### config.mk
export PLATFORM = sky130hd
export DESIGN_NAME = lsb_first_bit_packer_core_flat
export DESIGN_NICKNAME = d
export VERILOG_FILES = /design/src/rtl/lsbp_pkg.sv /design/src/rtl/lsbp_req_if.sv /design/src/rtl/lsbp_byte_if.sv /design/src/rtl/lsbp_front.sv /design/src/rtl/lsbp_queue.sv /design/src/rtl/lsbp_back.sv /design/src/rtl/lsb_first_bit_packer_core.sv /design/src/flat_wrapper.sv
export SDC_FILE = /design/constraint.sdc
export NUM_CORES = 1
export LEC_CHECK = 0
export BUFFER_PORTS_ARGS = -buffer_cell sky130_fd_sc_hd__buf_2
export CAP_MARGIN = 20
export CELL_PAD_IN_SITES_DETAIL_PLACEMENT = 2
export CELL_PAD_IN_SITES_GLOBAL_PLACEMENT = 2
export CORE_ASPECT_RATIO = 2
export CORE_UTILIZATION = 45
export CTS_CLUSTER_DIAMETER = 60
export DETAILED_ROUTE_END_ITERATION = 10
export GPL_TIMING_DRIVEN = 0
export PLACE_DENSITY_LB_ADDON = 0.1
export RECOVER_POWER = 25
export SLEW_MARGIN = 40
export SYNTH_ARGS = -nofsm -noshare
export SYNTH_HDL_FRONTEND = slang
export SYNTH_HIERARCHICAL = 1
export SYNTH_SLANG_ARGS = --single-unit
### constraint.sdc
create_clock -name clk_i -period 9.8 [get_ports clk_i]
set_input_delay 0.49 -clock clk_i [delete_from_list [all_inputs] [get_ports clk_i]]
set_output_delay 0.49 -clock clk_i [all_outputs]
set_load 0.005 [all_outputs]
### src/rtl/lsbp_pkg.sv
package lsbp_pkg;

  localparam int unsigned ReqTypeW   = 2;
  localparam int unsigned BitValueW  = 25;
  localparam int unsigned BitCountW  = 5;
  localparam int unsigned ByteW      = 8;
  localparam int unsigned PendW      = 7;
  localparam int unsigned PendCountW = 3;
  localparam int unsigned QueueDepth = 2;
  localparam int unsigned QueuePtrW  = $clog2(QueueDepth);
  localparam int unsigned QueueCntW  = $clog2(QueueDepth + 1);

  typedef enum logic [ReqTypeW-1:0] {
    REQ_PUT_BITS = 2'd0,
    REQ_PUT_BYTE = 2'd1,
    REQ_FLUSH    = 2'd2
  } req_type_e;

endpackage

### src/rtl/lsbp_req_if.sv
interface lsbp_req_if;
  logic                               valid;
  logic                               ready;
  logic [lsbp_pkg::ReqTypeW-1:0]      req_type;
  logic [lsbp_pkg::BitValueW-1:0]     bit_value;
  logic [lsbp_pkg::BitCountW-1:0]     bit_count;
  logic [lsbp_pkg::ByteW-1:0]         byte_value;

  modport source (output valid, output req_type, output bit_value, output bit_count,
                  output byte_value, input ready);
  modport sink (input valid, input req_type, input bit_value, input bit_count,
                input byte_value, output ready);
endinterface

### src/rtl/lsbp_byte_if.sv
interface lsbp_byte_if;
  logic                       valid;
  logic                       ready;
  logic [lsbp_pkg::ByteW-1:0] out_byte;
  logic                       last_of_run;

  modport source (output valid, output out_byte, output last_of_run, input ready);
  modport sink (input valid, input out_byte, input last_of_run, output ready);
endinterface

### src/rtl/lsbp_front.sv
module lsbp_front #(
  parameter int unsigned CNT_SAT = 25,
  parameter int unsigned JOB_W   = 32,
  parameter int unsigned NB_W    = 3
) (
  input  logic                             clk_i,
  input  logic                             rst_ni,
  input  logic                             req_valid_i,
  output logic                             req_ready_o,
  input  logic [lsbp_pkg::ReqTypeW-1:0]    req_type_i,
  input  logic [lsbp_pkg::BitValueW-1:0]   bit_value_i,
  input  logic [lsbp_pkg::BitCountW-1:0]   bit_count_i,
  input  logic [lsbp_pkg::ByteW-1:0]       byte_value_i,
  input  logic                             q_full_i,
  output logic                             push_o,
  output logic [JOB_W-1:0]                 job_acc_o,
  output logic [NB_W-1:0]                  job_nb_o
);

  localparam logic [lsbp_pkg::BitCountW-1:0] CntSat = CNT_SAT[lsbp_pkg::BitCountW-1:0];
  localparam int unsigned TotW = lsbp_pkg::BitCountW + 1;

  logic [lsbp_pkg::PendW-1:0]      pend_q, pend_d;
  logic [lsbp_pkg::PendCountW-1:0] pcnt_q, pcnt_d;
  logic [lsbp_pkg::BitCountW-1:0]  cnt_eff;
  logic [lsbp_pkg::BitValueW-1:0]  val_m;
  logic [JOB_W-1:0]                bits_acc, bits_rest;
  logic [TotW-1:0]                 total;
  logic                            accept;

  assign req_ready_o = !q_full_i;
  assign accept      = req_valid_i && !q_full_i;

  assign cnt_eff   = (bit_count_i > CntSat) ? CntSat : bit_count_i;
  assign val_m     = bit_value_i & ~({lsbp_pkg::BitValueW{1'b1}} << cnt_eff);
  assign bits_acc  = JOB_W'(pend_q) | (JOB_W'(val_m) << pcnt_q);
  assign total     = TotW'(pcnt_q) + TotW'(cnt_eff);
  assign bits_rest = bits_acc >> {total[TotW-1:3], 3'b000};

  always_comb begin
    pend_d    = pend_q;
    pcnt_d    = pcnt_q;
    job_acc_o = '0;
    job_nb_o  = '0;
    case (lsbp_pkg::req_type_e'(req_type_i))
      lsbp_pkg::REQ_PUT_BITS: begin
        job_acc_o = bits_acc;
        job_nb_o  = NB_W'(total[TotW-1:3]);
        pend_d    = bits_rest[lsbp_pkg::PendW-1:0];
        pcnt_d    = total[2:0];
      end
      lsbp_pkg::REQ_PUT_BYTE: begin
        if (pcnt_q != '0) begin
          job_acc_o = JOB_W'({byte_value_i, 1'b0, pend_q});
          job_nb_o  = NB_W'(2);
        end else begin
          job_acc_o = JOB_W'(byte_value_i);
          job_nb_o  = NB_W'(1);
        end
        pend_d = '0;
        pcnt_d = '0;
      end
      lsbp_pkg::REQ_FLUSH: begin
        job_acc_o = JOB_W'(pend_q);
        job_nb_o  = NB_W'(pcnt_q != '0);
        pend_d    = '0;
        pcnt_d    = '0;
      end
      default: begin
        job_nb_o = '0;
      end
    endcase
  end

  assign push_o = accept && (job_nb_o != '0);

  always_ff @(posedge clk_i or negedge rst_ni) begin
    if (!rst_ni) begin
      pend_q <= '0;
      pcnt_q <= '0;
    end else if (accept) begin
      pend_q <= pend_d;
      pcnt_q <= pcnt_d;
    end
  end

endmodule

### src/rtl/lsbp_queue.sv
module lsbp_queue #(
  parameter int unsigned WIDTH = 35
) (
  input  logic             clk_i,
  input  logic             rst_ni,
  input  logic             push_i,
  input  logic [WIDTH-1:0] push_data_i,
  output logic             full_o,
  input  logic             pop_i,
  output logic             valid_o,
  output logic [WIDTH-1:0] pop_data_o
);

  logic [WIDTH-1:0]                   mem_q [lsbp_pkg::QueueDepth];
  logic [lsbp_pkg::QueuePtrW-1:0]     wptr_q, rptr_q;
  logic [lsbp_pkg::QueueCntW-1:0]     cnt_q;
  logic                               do_push, do_pop;

  assign full_o     = (cnt_q == lsbp_pkg::QueueCntW'(lsbp_pkg::QueueDepth));
  assign valid_o    = (cnt_q != '0);
  assign pop_data_o = mem_q[rptr_q];
  assign do_push    = push_i && !full_o;
  assign do_pop     = pop_i && valid_o;

  always_ff @(posedge clk_i) begin
    if (do_push) begin
      mem_q[wptr_q] <= push_data_i;
    end
  end

  always_ff @(posedge clk_i or negedge rst_ni) begin
    if (!rst_ni) begin
      wptr_q <= '0;
      rptr_q <= '0;
      cnt_q  <= '0;
    end else begin
      if (do_push) begin
        wptr_q <= wptr_q + 1'b1;
      end
      if (do_pop) begin
        rptr_q <= rptr_q + 1'b1;
      end
      if (do_push && !do_pop) begin
        cnt_q <= cnt_q + 1'b1;
      end else if (!do_push && do_pop) begin
        cnt_q <= cnt_q - 1'b1;
      end
    end
  end

endmodule

### src/rtl/lsbp_back.sv
module lsbp_back #(
  parameter int unsigned JOB_W = 32,
  parameter int unsigned NB_W  = 3
) (
  input  logic                       clk_i,
  input  logic                       rst_ni,
  input  logic                       q_valid_i,
  input  logic [JOB_W-1:0]           q_acc_i,
  input  logic [NB_W-1:0]            q_nb_i,
  output logic                       q_pop_o,
  output logic                       out_valid_o,
  input  logic                       out_ready_i,
  output logic [lsbp_pkg::ByteW-1:0] out_byte_o,
  output logic                       last_of_run_o
);

  logic                       job_valid_q;
  logic [JOB_W-1:0]           acc_q;
  logic [NB_W-1:0]            rem_q;
  logic                       out_valid_q;
  logic [lsbp_pkg::ByteW-1:0] out_byte_q;
  logic                       out_last_q;
  logic                       adv, is_last, finish, load;

  assign adv     = job_valid_q && (!out_valid_q || out_ready_i);
  assign is_last = (rem_q == NB_W'(1));
  assign finish  = adv && is_last;
  assign load    = q_valid_i && (!job_valid_q || finish);
  assign q_pop_o = load;

  always_ff @(posedge clk_i or negedge rst_ni) begin
    if (!rst_ni) begin
      job_valid_q <= 1'b0;
      out_valid_q <= 1'b0;
    end else begin
      if (load) begin
        job_valid_q <= 1'b1;
      end else if (finish) begin
        job_valid_q <= 1'b0;
      end
      if (adv) begin
        out_valid_q <= 1'b1;
      end else if (out_ready_i) begin
        out_valid_q <= 1'b0;
      end
    end
  end

  always_ff @(posedge clk_i) begin
    if (load) begin
      acc_q <= q_acc_i;
      rem_q <= q_nb_i;
    end else if (adv) begin
      acc_q <= acc_q >> lsbp_pkg::ByteW;
      rem_q <= rem_q - 1'b1;
    end
    if (adv) begin
      out_byte_q <= acc_q[lsbp_pkg::ByteW-1:0];
      out_last_q <= is_last;
    end
  end

  assign out_valid_o   = out_valid_q;
  assign out_byte_o    = out_byte_q;
  assign last_of_run_o = out_last_q;

endmodule

### src/rtl/lsb_first_bit_packer_core.sv
// lsb-first bit packer
// req_i carries requests: put bits (0 to MAX_FIELD_BITS bits of bit_value, count
// saturated, bits above the count ignored), put byte (zero pads any partial byte,
// then emits byte_value) and flush (pads and emits a partial byte, if any).
// byte_o carries the packed bytes, earliest bit in bit 0, one byte per transfer;
// last_of_run marks the final byte that a request produces. Requests that complete
// no byte produce nothing on byte_o.
// path: a request's first byte goes through the queue, job and output registers.
// throughput: the front takes one request per cycle while the queue is not full;
// the back emits one byte per cycle while byte_o is ready, and a request yields
// up to 4 bytes at the default setting. A two-entry queue sits between the front,
// which keeps the partial byte, and the back, which shifts out a job register.
// reset: clears the partial byte, the queue and the output; req_i.ready is high
// right after reset.
// a stalled byte_o holds its byte; the back stops, the queue fills, and
// req_i.ready drops only when the queue is full.
module lsb_first_bit_packer_core #(
  parameter int unsigned MAX_FIELD_BITS = 25
) (
  input  logic        clk_i,
  input  logic        rst_ni,
  lsbp_req_if.sink    req_i,
  lsbp_byte_if.source byte_o
);

  localparam int unsigned CntMax   = (MAX_FIELD_BITS < 31) ? MAX_FIELD_BITS : 31;
  localparam int unsigned ValBits  = (CntMax < lsbp_pkg::BitValueW) ? CntMax
                                                                     : lsbp_pkg::BitValueW;
  localparam int unsigned AccW     = lsbp_pkg::PendW + ValBits;
  localparam int unsigned MaxBytes = ((AccW / 8) > 2) ? (AccW / 8) : 2;
  localparam int unsigned JobW     = (AccW > 16) ? AccW : 16;
  localparam int unsigned NbW      = $clog2(MaxBytes + 1);

  logic              push, q_full, q_valid, q_pop;
  logic [JobW-1:0]   job_acc, q_acc;
  logic [NbW-1:0]    job_nb, q_nb;

  lsbp_front #(
    .CNT_SAT(CntMax),
    .JOB_W  (JobW),
    .NB_W   (NbW)
  ) u_front (
    .clk_i       (clk_i),
    .rst_ni      (rst_ni),
    .req_valid_i (req_i.valid),
    .req_ready_o (req_i.ready),
    .req_type_i  (req_i.req_type),
    .bit_value_i (req_i.bit_value),
    .bit_count_i (req_i.bit_count),
    .byte_value_i(req_i.byte_value),
    .q_full_i    (q_full),
    .push_o      (push),
    .job_acc_o   (job_acc),
    .job_nb_o    (job_nb)
  );

  lsbp_queue #(
    .WIDTH(JobW + NbW)
  ) u_queue (
    .clk_i      (clk_i),
    .rst_ni     (rst_ni),
    .push_i     (push),
    .push_data_i({job_nb, job_acc}),
    .full_o     (q_full),
    .pop_i      (q_pop),
    .valid_o    (q_valid),
    .pop_data_o ({q_nb, q_acc})
  );

  lsbp_back #(
    .JOB_W(JobW),
    .NB_W (NbW)
  ) u_back (
    .clk_i        (clk_i),
    .rst_ni       (rst_ni),
    .q_valid_i    (q_valid),
    .q_acc_i      (q_acc),
    .q_nb_i       (q_nb),
    .q_pop_o      (q_pop),
    .out_valid_o  (byte_o.valid),
    .out_ready_i  (byte_o.ready),
    .out_byte_o   (byte_o.out_byte),
    .last_of_run_o(byte_o.last_of_run)
  );

endmodule

### src/flat_wrapper.sv
// flat-port wrapper written by rule: the top's interface ports become plain ports
module lsb_first_bit_packer_core_flat 
#(
  parameter int unsigned MAX_FIELD_BITS = 25
)
  (clk_i, rst_ni, req_i_valid, req_i_req_type, req_i_bit_value, req_i_bit_count, req_i_byte_value, req_i_ready, byte_o_valid, byte_o_out_byte, byte_o_last_of_run, byte_o_ready);
  lsbp_req_if req_i_i ();
  lsbp_byte_if byte_o_i ();
  input  logic clk_i;
  input  logic rst_ni;
  input wire logic [$bits(req_i_i.valid)-1:0] req_i_valid;
  input wire logic [$bits(req_i_i.req_type)-1:0] req_i_req_type;
  input wire logic [$bits(req_i_i.bit_value)-1:0] req_i_bit_value;
  input wire logic [$bits(req_i_i.bit_count)-1:0] req_i_bit_count;
  input wire logic [$bits(req_i_i.byte_value)-1:0] req_i_byte_value;
  output wire logic [$bits(req_i_i.ready)-1:0] req_i_ready;
  output wire logic [$bits(byte_o_i.valid)-1:0] byte_o_valid;
  output wire logic [$bits(byte_o_i.out_byte)-1:0] byte_o_out_byte;
  output wire logic [$bits(byte_o_i.last_of_run)-1:0] byte_o_last_of_run;
  input wire logic [$bits(byte_o_i.ready)-1:0] byte_o_ready;
  assign req_i_i.valid = req_i_valid;
  assign req_i_i.req_type = req_i_req_type;
  assign req_i_i.bit_value = req_i_bit_value;
  assign req_i_i.bit_count = req_i_bit_count;
  assign req_i_i.byte_value = req_i_byte_value;
  assign req_i_ready = req_i_i.ready;
  assign byte_o_valid = byte_o_i.valid;
  assign byte_o_out_byte = byte_o_i.out_byte;
  assign byte_o_last_of_run = byte_o_i.last_of_run;
  assign byte_o_i.ready = byte_o_ready;
  lsb_first_bit_packer_core #(.MAX_FIELD_BITS(MAX_FIELD_BITS)) u_core (.clk_i(clk_i), .rst_ni(rst_ni), .req_i(req_i_i), .byte_o(byte_o_i));
endmodule
==> run summary, run 1 <==
Initial antenna violation count: 0
Hold Fails Final Rpt: 0
Post-CTS setup buffer count: 0
Total gr overflow: 0
Slew HR: -12.9%
Power Density: 305 nW/µm²
Slew @ Worst Pin: 1680 ps
Pre-antenna DRT Iters: 5
Placer Congestion: 0.967
Vias: 6402
Distinct cell type count after synthesis: 88
Average wire per standard cell: 31.4 µm
Placed standard-cell area: 8400 µm²
Most common cell after layout, fill and taps aside: edfxtp_1
Post-synth EDFFs: 114
Synth Cell Area: 7800 µm²
H-Tree Depth: 4
P_leak: 3.47 nW
WP data arrival: 4380 ps
Fill count: 1704
Top FF cell, synth: edfxtp_1
Minimum clock period: 4270 ps
Worst-Skew Late Latency: 420 ps
Sw Pwr: 1.08 mW
HPWL Detailed: 23000 µm
RSZ-0062 raised after global routing: false
DR iter-0 viols: 417
DR DRC count: 0
DRT antenna net count: 0
Net Sw Frac: 40.2%
Largest net degree at the start of global routing: 36
Status: complete, but fails checks
Final nets: 813
Max Cap Viol: 2
Clock Pin Slew Worst Setup and Hold Paths: 60 ps
FF+latch count, synth: 130
PortBufs: 53
Tcrit/Tclk final: 43.6%
Max FO, Critical Path: 21
Dpl ws: 5240 ps
Cells after Synth: 683
Setup CP Type: in -> reg
# rows: 67
Die footprint: 17900 µm²
Clock share of power: 21.2%
Share of layout cells above drive strength 1: 23.4%
Sequential area share after synthesis: 49.0%
Combinational share of power: 45.2%
Req. time, crit path: 9910 ps
Slew Viols, Final: 20
First-pass GRT wire length: 45800 µm
I/O Pins: 55
Peak supply drop: 0.000139 V
Critical Path End Type: flop
Setup TNS Final: 0 ps
CTS tree: done
CP startpoint kind: input pin
Post-synth ARST share: 12.3%
Final wirelength: 30700 µm
Failing checks: max-capacitance violations, max-slew violations
Hold_buf cts: 0
Clock root buffer: clkbuf_16
PostCTS Resize Cnt: 0
Setup Skew: 7.57 ps
Worst min-delay path class: in -> async
Post-layout util: 52.6%
Tot Pwr: 2.70 mW
Sequential power share: 33.6%
Area growth syn-to-layout: 13.6%
Vias/cell: 6.55
CTS sink cnt: 130
Cell area after layout: 8860 µm²
Ys Warns: 6
Initial Utilization: 46.3%
Clk buf depth: 2
Worst setup margin: 5530 ps
Num CTS Buffers: 17
Syn_area_per_cell: 11.4 µm²
Setup violators final: 0
Syn nets: 738
Commonest non-fill, non-tap cells in the layout: edfxtp_1 (114), nand2_1 (87), buf_2 (56)
Internal Pwr Total: 1.61 mW
GRT Total Usage: 36.1%
Die Wd: 95.1 µm
Vias in the first global route: 7422
Height of the chip: 188 µm
Core Footprint: 16800 µm²
FMAX: 234 MHz
## per-layer routing
layer  share of wire, %  routed length (µm)  track usage, %  vias up
li1                   -                   -               -     2754
met5                  0                   0               0        -
met1                 31                9540            31.7     3247
met4                8.8                2690            29.3        0
met2                 57               17400            68.5      270
met3                3.5                1070            5.13      131
## Yosys cell counts, drive strengths merged, types with 14 or more instances
library cell	number	area (µm²)
o21ai	25	129
edfxtp	114	3420
mux2i	24	240
nand2	89	339
clkbuf	15	56.3
a21oi	19	98.9
nor2	34	128
buf	39	330
mux2	54	721
inv	18	67.6
nand2b	14	95.1
o22ai	35	219
dfrtp	16	400
## registers in the layout (all words and copies together) (netlist names), 2 cells and up
name	flops
u_core/u_back/rem_q	3
u_core/u_front/pcnt_q	3
u_core/u_front/pend_q	7
u_core/u_queue/mem_q	70
u_core/u_queue/cnt_q	2
u_core/u_back/out_byte_o	8
u_core/u_back/acc_q	32
## area by class of cell
cell class | count | area, µm² | area share, %
Multi-Input combinational cell | 480 | 3520 | 39.7
Tap cell | 207 | 259 | 2.92
Clock buffer | 23 | 448 | 5.06
Buffer | 54 | 372 | 4.19
Sequential cell | 130 | 3820 | 43.2
Clock inverter | 8 | 63.8 | 0.720
Timing Repair Buffer | 56 | 300 | 3.39
Inverter | 19 | 71.3 | 0.805
Antenna cell | 1 | 2.50 | 0.0282
## critical path, stage by stage
cell and delay [ps]:
buf_2 80, buf_2 260, buf_4 260, nand2_2 170, and2_1 210, ha_1 340
a21oi_1 270, a21oi_1 160, nor2_1 350, nand2_1 110, a21oi_1 410, o311a_1 290
nand2_1 170, nor2_4 470, buf_8 280
## kinds of logic (layout without fill, tap and decap cells)
| logic type | count (synthesis) | after routing | synth area share [%] |
|---|---|---|---|
| flops | 130 | 130 | 49.0 |
| mux | 80 | 80 | 12.9 |
| xor+xnor | 9 | 9 | 1.01 |
| compound gates | 176 | 176 | 16.6 |
| buf+inv | 73 | 160 | 5.87 |
| simple gates | 204 | 204 | 12.7 |
| fa+ha+maj | 11 | 11 | 1.86 |
| other cells | 0 | 1 | 0 |
## power by group through the flow
stage	sequential, mW	clock, mW	combinational [mW]
after floorplan	0.863	0	0.804
after global placement	0.889	0	1.10
after detailed placement	0.908	0	1.18
after CTS	0.906	0.580	1.22
after global routing	0.917	0.598	1.28
final	0.907	0.572	1.22
## final timing paths
path / from / end / slack (ps) / cells past startpoint
worst max-delay path: req_i_bit_count[4] / u_core/u_queue/mem_q[0][1] / 5530 / 15
worst min-delay path: rst_ni / u_core/u_queue/rptr_q / 330 / 1
worst max register to register: u_core/u_front/pcnt_q[0] / u_core/u_queue/mem_q[0][1] / 5780 / 10
worst min register to register: u_core/u_back/acc_q[5] / u_core/u_back/out_byte_o[5] / 430 / 0
max in group asynchronous: rst_ni / u_core/u_front/pend_q[2] / 8710 / 1
min in group clk_i: byte_o_ready / u_core/u_back/out_valid_o / 410 / 3
## through the flow
step                      instances  hold WS, ps
final                           978          328
after global routing            977          367
after CTS                       977         33.3
after detailed placement        946          413
after global placement          943          405
after floorplan                 683          194
No activity file was read; power rests on OpenSTA's default activity.
==> run 2: changes to the inputs <==
--- a/config.mk
+++ b/config.mk
@@ -10,7 +10,7 @@
 export CELL_PAD_IN_SITES_DETAIL_PLACEMENT = 2
 export CELL_PAD_IN_SITES_GLOBAL_PLACEMENT = 2
 export CORE_ASPECT_RATIO = 2
-export CORE_UTILIZATION = 45
+export CORE_UTILIZATION = 37
 export CTS_CLUSTER_DIAMETER = 60
 export DETAILED_ROUTE_END_ITERATION = 10
 export GPL_TIMING_DRIVEN = 0
==> constraint.sdc (replaced) <==
create_clock -name clk_i -period 3.55 [get_ports clk_i]
set_input_delay 0.1775 -clock clk_i [delete_from_list [all_inputs] [get_ports clk_i]]
set_output_delay 0.1775 -clock clk_i [all_outputs]
set_load 0.005 [all_outputs]
==> run 2 against run 1 <==
Sequential cell count stayed put. Combinational power rose to 2.7 times the previous value. Global-route usage down 9.8 points. Critical endpoint is now u_core/u_queue/cnt_q[1]. Clock skew grew 0.52 ps. Critical path type is now reg -> reg. Non-clock buffer count increased by 2. Highest routed layer unchanged. Final cell count rose by 6.2%. Die area grew 21%. Design area is 2.1% higher. The flow now finishes without violations. Sequential power grew to 2.7 times the previous value. First-iteration DRC count decreased by 45%.
==> run summary, run 2 (synthesized netlist as in run 1, its figures left out) <==
Height of the chip: 207 µm (+10%)
Die footprint: 21700 µm² (+21%)
CP startpoint kind: flop
Final nets: 815 (+0.25%)
Power Density: 821 nW/µm² (+170%)
Placed cells: 1004 (+6.1%)
Sw Pwr: 2.80 mW (+160%)
Max FO, Critical Path: 10 (-52%)
WP data arrival: 3690 ps (-690 ps)
Vias/cell: 5.87 (-10%)
Clk buf depth: 2 (unchanged)
I/O Pins: 55 (unchanged)
DRT antenna net count: 0 (unchanged)
CTS sink cnt: 130 (unchanged)
Crit Reg-Reg Endpoint: u_core/u_queue/cnt_q[1]
Clock share of power: 23.4% (+2.2 points)
Setup Skew: 8.09 ps (+0.519 ps)
Slew HR: 12.9% (+26 points)
Most common cell after layout, fill and taps aside: edfxtp_1
Worst min-delay path class: in -> reg
Vias in the first global route: 7069 (-4.8%)
Reg-to-reg slack, setup: 200 ps (-5580 ps)
Hold depth: 2
Initial antenna violation count: 0 (unchanged)
DR iter-0 viols: 231 (-45%)
Critical Path End Type: flop
Largest net degree at the start of global routing: 36 (unchanged)
Tcrit/Tclk final: 94.5%
Routed met3 length: 594 µm (-44%)
R2r worst-path depth: 13 (+3)
Area growth syn-to-layout: 16.0%
Vias: 6096 (-4.8%)
Initial Utilization: 38.0% (-8.3 points)
Fin cells: 1039 (+6.2%)
Diode count: 0 (-1)
Hold Fails Final Rpt: 0 (unchanged)
WL met2: 16300 µm (-6.1%)
Combinational share of power: 43.6% (-1.6 points)
Routed length on met1: 8150 µm (-15%)
Sequential power share: 33.0% (-0.6 points)
Clock Pin Slew Worst Setup and Hold Paths: 50 ps (about the same)
Pre-antenna DRT Iters: 4 (-1)
Average wire per standard cell: 26.4 µm (-16%)
Setup violators final: 0 (unchanged)
Peak supply drop: 0.000410 V (+200%)
HPWL Detailed: 22100 µm (-4.0%)
CTS tree: done
Max Cap Viol: 0 (-2)
Setup TNS Final: 0 ps (unchanged)
Internal Pwr Total: 4.63 mW (+190%)
Status: finished, final reports clean
FMAX: 298 MHz
Top sig layer: met4
Worst-Skew Late Latency: 420 ps (about the same)
P_leak: 3.55 nW (+2.3%)
Min-delay src: req_i_byte_value[7]
Die Wd: 105 µm (+10%)
Max reg flops: 70 (unchanged)
Reg2reg start: u_core/u_front/pcnt_q[0]
WHS Endpoint: u_core/u_queue/mem_q[0][15]
Num CTS Buffers: 17 (unchanged)
GRT Total Usage: 26.3% (-9.8 points)
PortBufs: 53 (unchanged)
Reg with most FFs: u_core/u_queue/mem_q
Share of layout cells above drive strength 1: 25.4% (+2.0 points)
Minimum clock period: 3350 ps
Req. time, crit path: 3890 ps (-6020 ps)
Commonest non-fill, non-tap cells in the layout: edfxtp_1 (114), nand2_1 (86), buf_2 (61)
Clock root buffer: clkbuf_16
Total gr overflow: 0 (unchanged)
RSZ-0062 raised after global routing: false
Final wirelength: 27400 µm (-11%)
Setup CP Type: reg -> reg
H-Tree Depth: 4 (unchanged)
Net Sw Frac: 37.7% (-2.5 points)
Placer Congestion: 0.933 (-3.5%)
Core Footprint: 20600 µm² (+22%)
Slew @ Worst Pin: 1310 ps (-373 ps)
Slew Viols, Final: 0 (-100%)
First-pass GRT wire length: 41700 µm (-8.9%)
# rows: 74 (+10%)
DR DRC count: 0 (unchanged)
-- run 2: changes by cell type in the layout (fill, tap and decap cells not counted), sizes merged --
cell	previous run	this run
buf	83	87
bufinv	1	2
clkinv	8	5
clkinvlp	1	0
diode	1	0
dlygate4sd3	0	1
inv	17	18
-- run 2: worst max path at each step --
| stage | slack [ps] | end | startpoint | depth (start not counted) |
|---|---|---|---|---|
| final | 200 | u_core/u_queue/cnt_q[1] | u_core/u_front/pcnt_q[0] | 13 |
| after global routing | 60 | u_core/u_queue/cnt_q[1] | req_i_bit_count[4] | 18 |
| after CTS | 20 | u_core/u_queue/mem_q[1][2] | req_i_bit_count[4] | 13 |
| after detailed placement | -700 | u_core/u_queue/mem_q[0][3] | req_i_bit_count[4] | 15 |
| after global placement | -1000 | u_core/u_queue/mem_q[0][1] | req_i_bit_count[4] | 14 |
| after floorplan | 210 | u_core/u_queue/mem_q[0][0] | req_i_bit_count[2] | 14 |
-- run 2: area by class of cell --
cell class / instances / area, µm²
Clock buffer: 26 / 509
Timing Repair Buffer: 58 / 304
Multi-Input combinational cell: 480 / 3560
Fill cell: 2188 / 11500
Inverter: 19 / 71.3
Buffer: 54 / 364
Sequential cell: 130 / 3820
Clock inverter: 6 / 80.1
Tap cell: 266 / 333
-- run 2: through the flow --
stage / util [%] / area [µm²] / power, mW / hold slack [ps] / setup slack, ps
2_1_floorplan: - / 7810 / 4.61 / -118 / 208
3_3_place_gp: 40.9 / 8410 / 5.54 / 177 / -997
3_5_place_dp: 41.1 / 8450 / 5.71 / 192 / -702
4_1_cts: 44.1 / 9070 / 7.51 / 86.4 / 22.8
5_1_grt: 44.0 / 9050 / 7.77 / 123 / 56.6
6_report: 44.0 / 9050 / 7.43 / 124 / 196
-- run 2: critical path, stage by stage, from the launching register on --
cell,delay [ps]
dfrtp_2,490
ha_1,270
fa_1,420
a21o_1,220
nand2_2,150
xnor2_4,150
a21o_1,280
o311a_1,410
nand2_1,170
inv_1,70
ha_1,190
xor2_1,140
nor2_1,120
xor2_1,170
-- run 2: what timing repair did --
item | CTS | global route
endpoints found under the setup margin | 71 | 71
endpoints found under the hold margin | 16 | 0
gates resized for setup | 3 | 5
pin swaps | 1 | 0
hold buffers | 1 | 0
setup buffers | 2 | 0
-- run 2: routing by layer --
layer / GRT usage, % / up-vias
met5: 0 / -
met4: 22.1 / 0
met3: 3.67 / 95
met2: 53.9 / 175
met1: 20.6 / 3057
li1: - / 2769
-- run 2: power groups by stage --
stage               clock [mW]  sequential [mW]  combinational (mW)
CTS                       1.78             2.46                3.28
floorplan                    0             2.38                2.22
global route              1.82             2.49                3.46
finish                    1.74             2.45                3.24
detailed placement           0             2.48                3.23
global placement             0             2.45                3.09
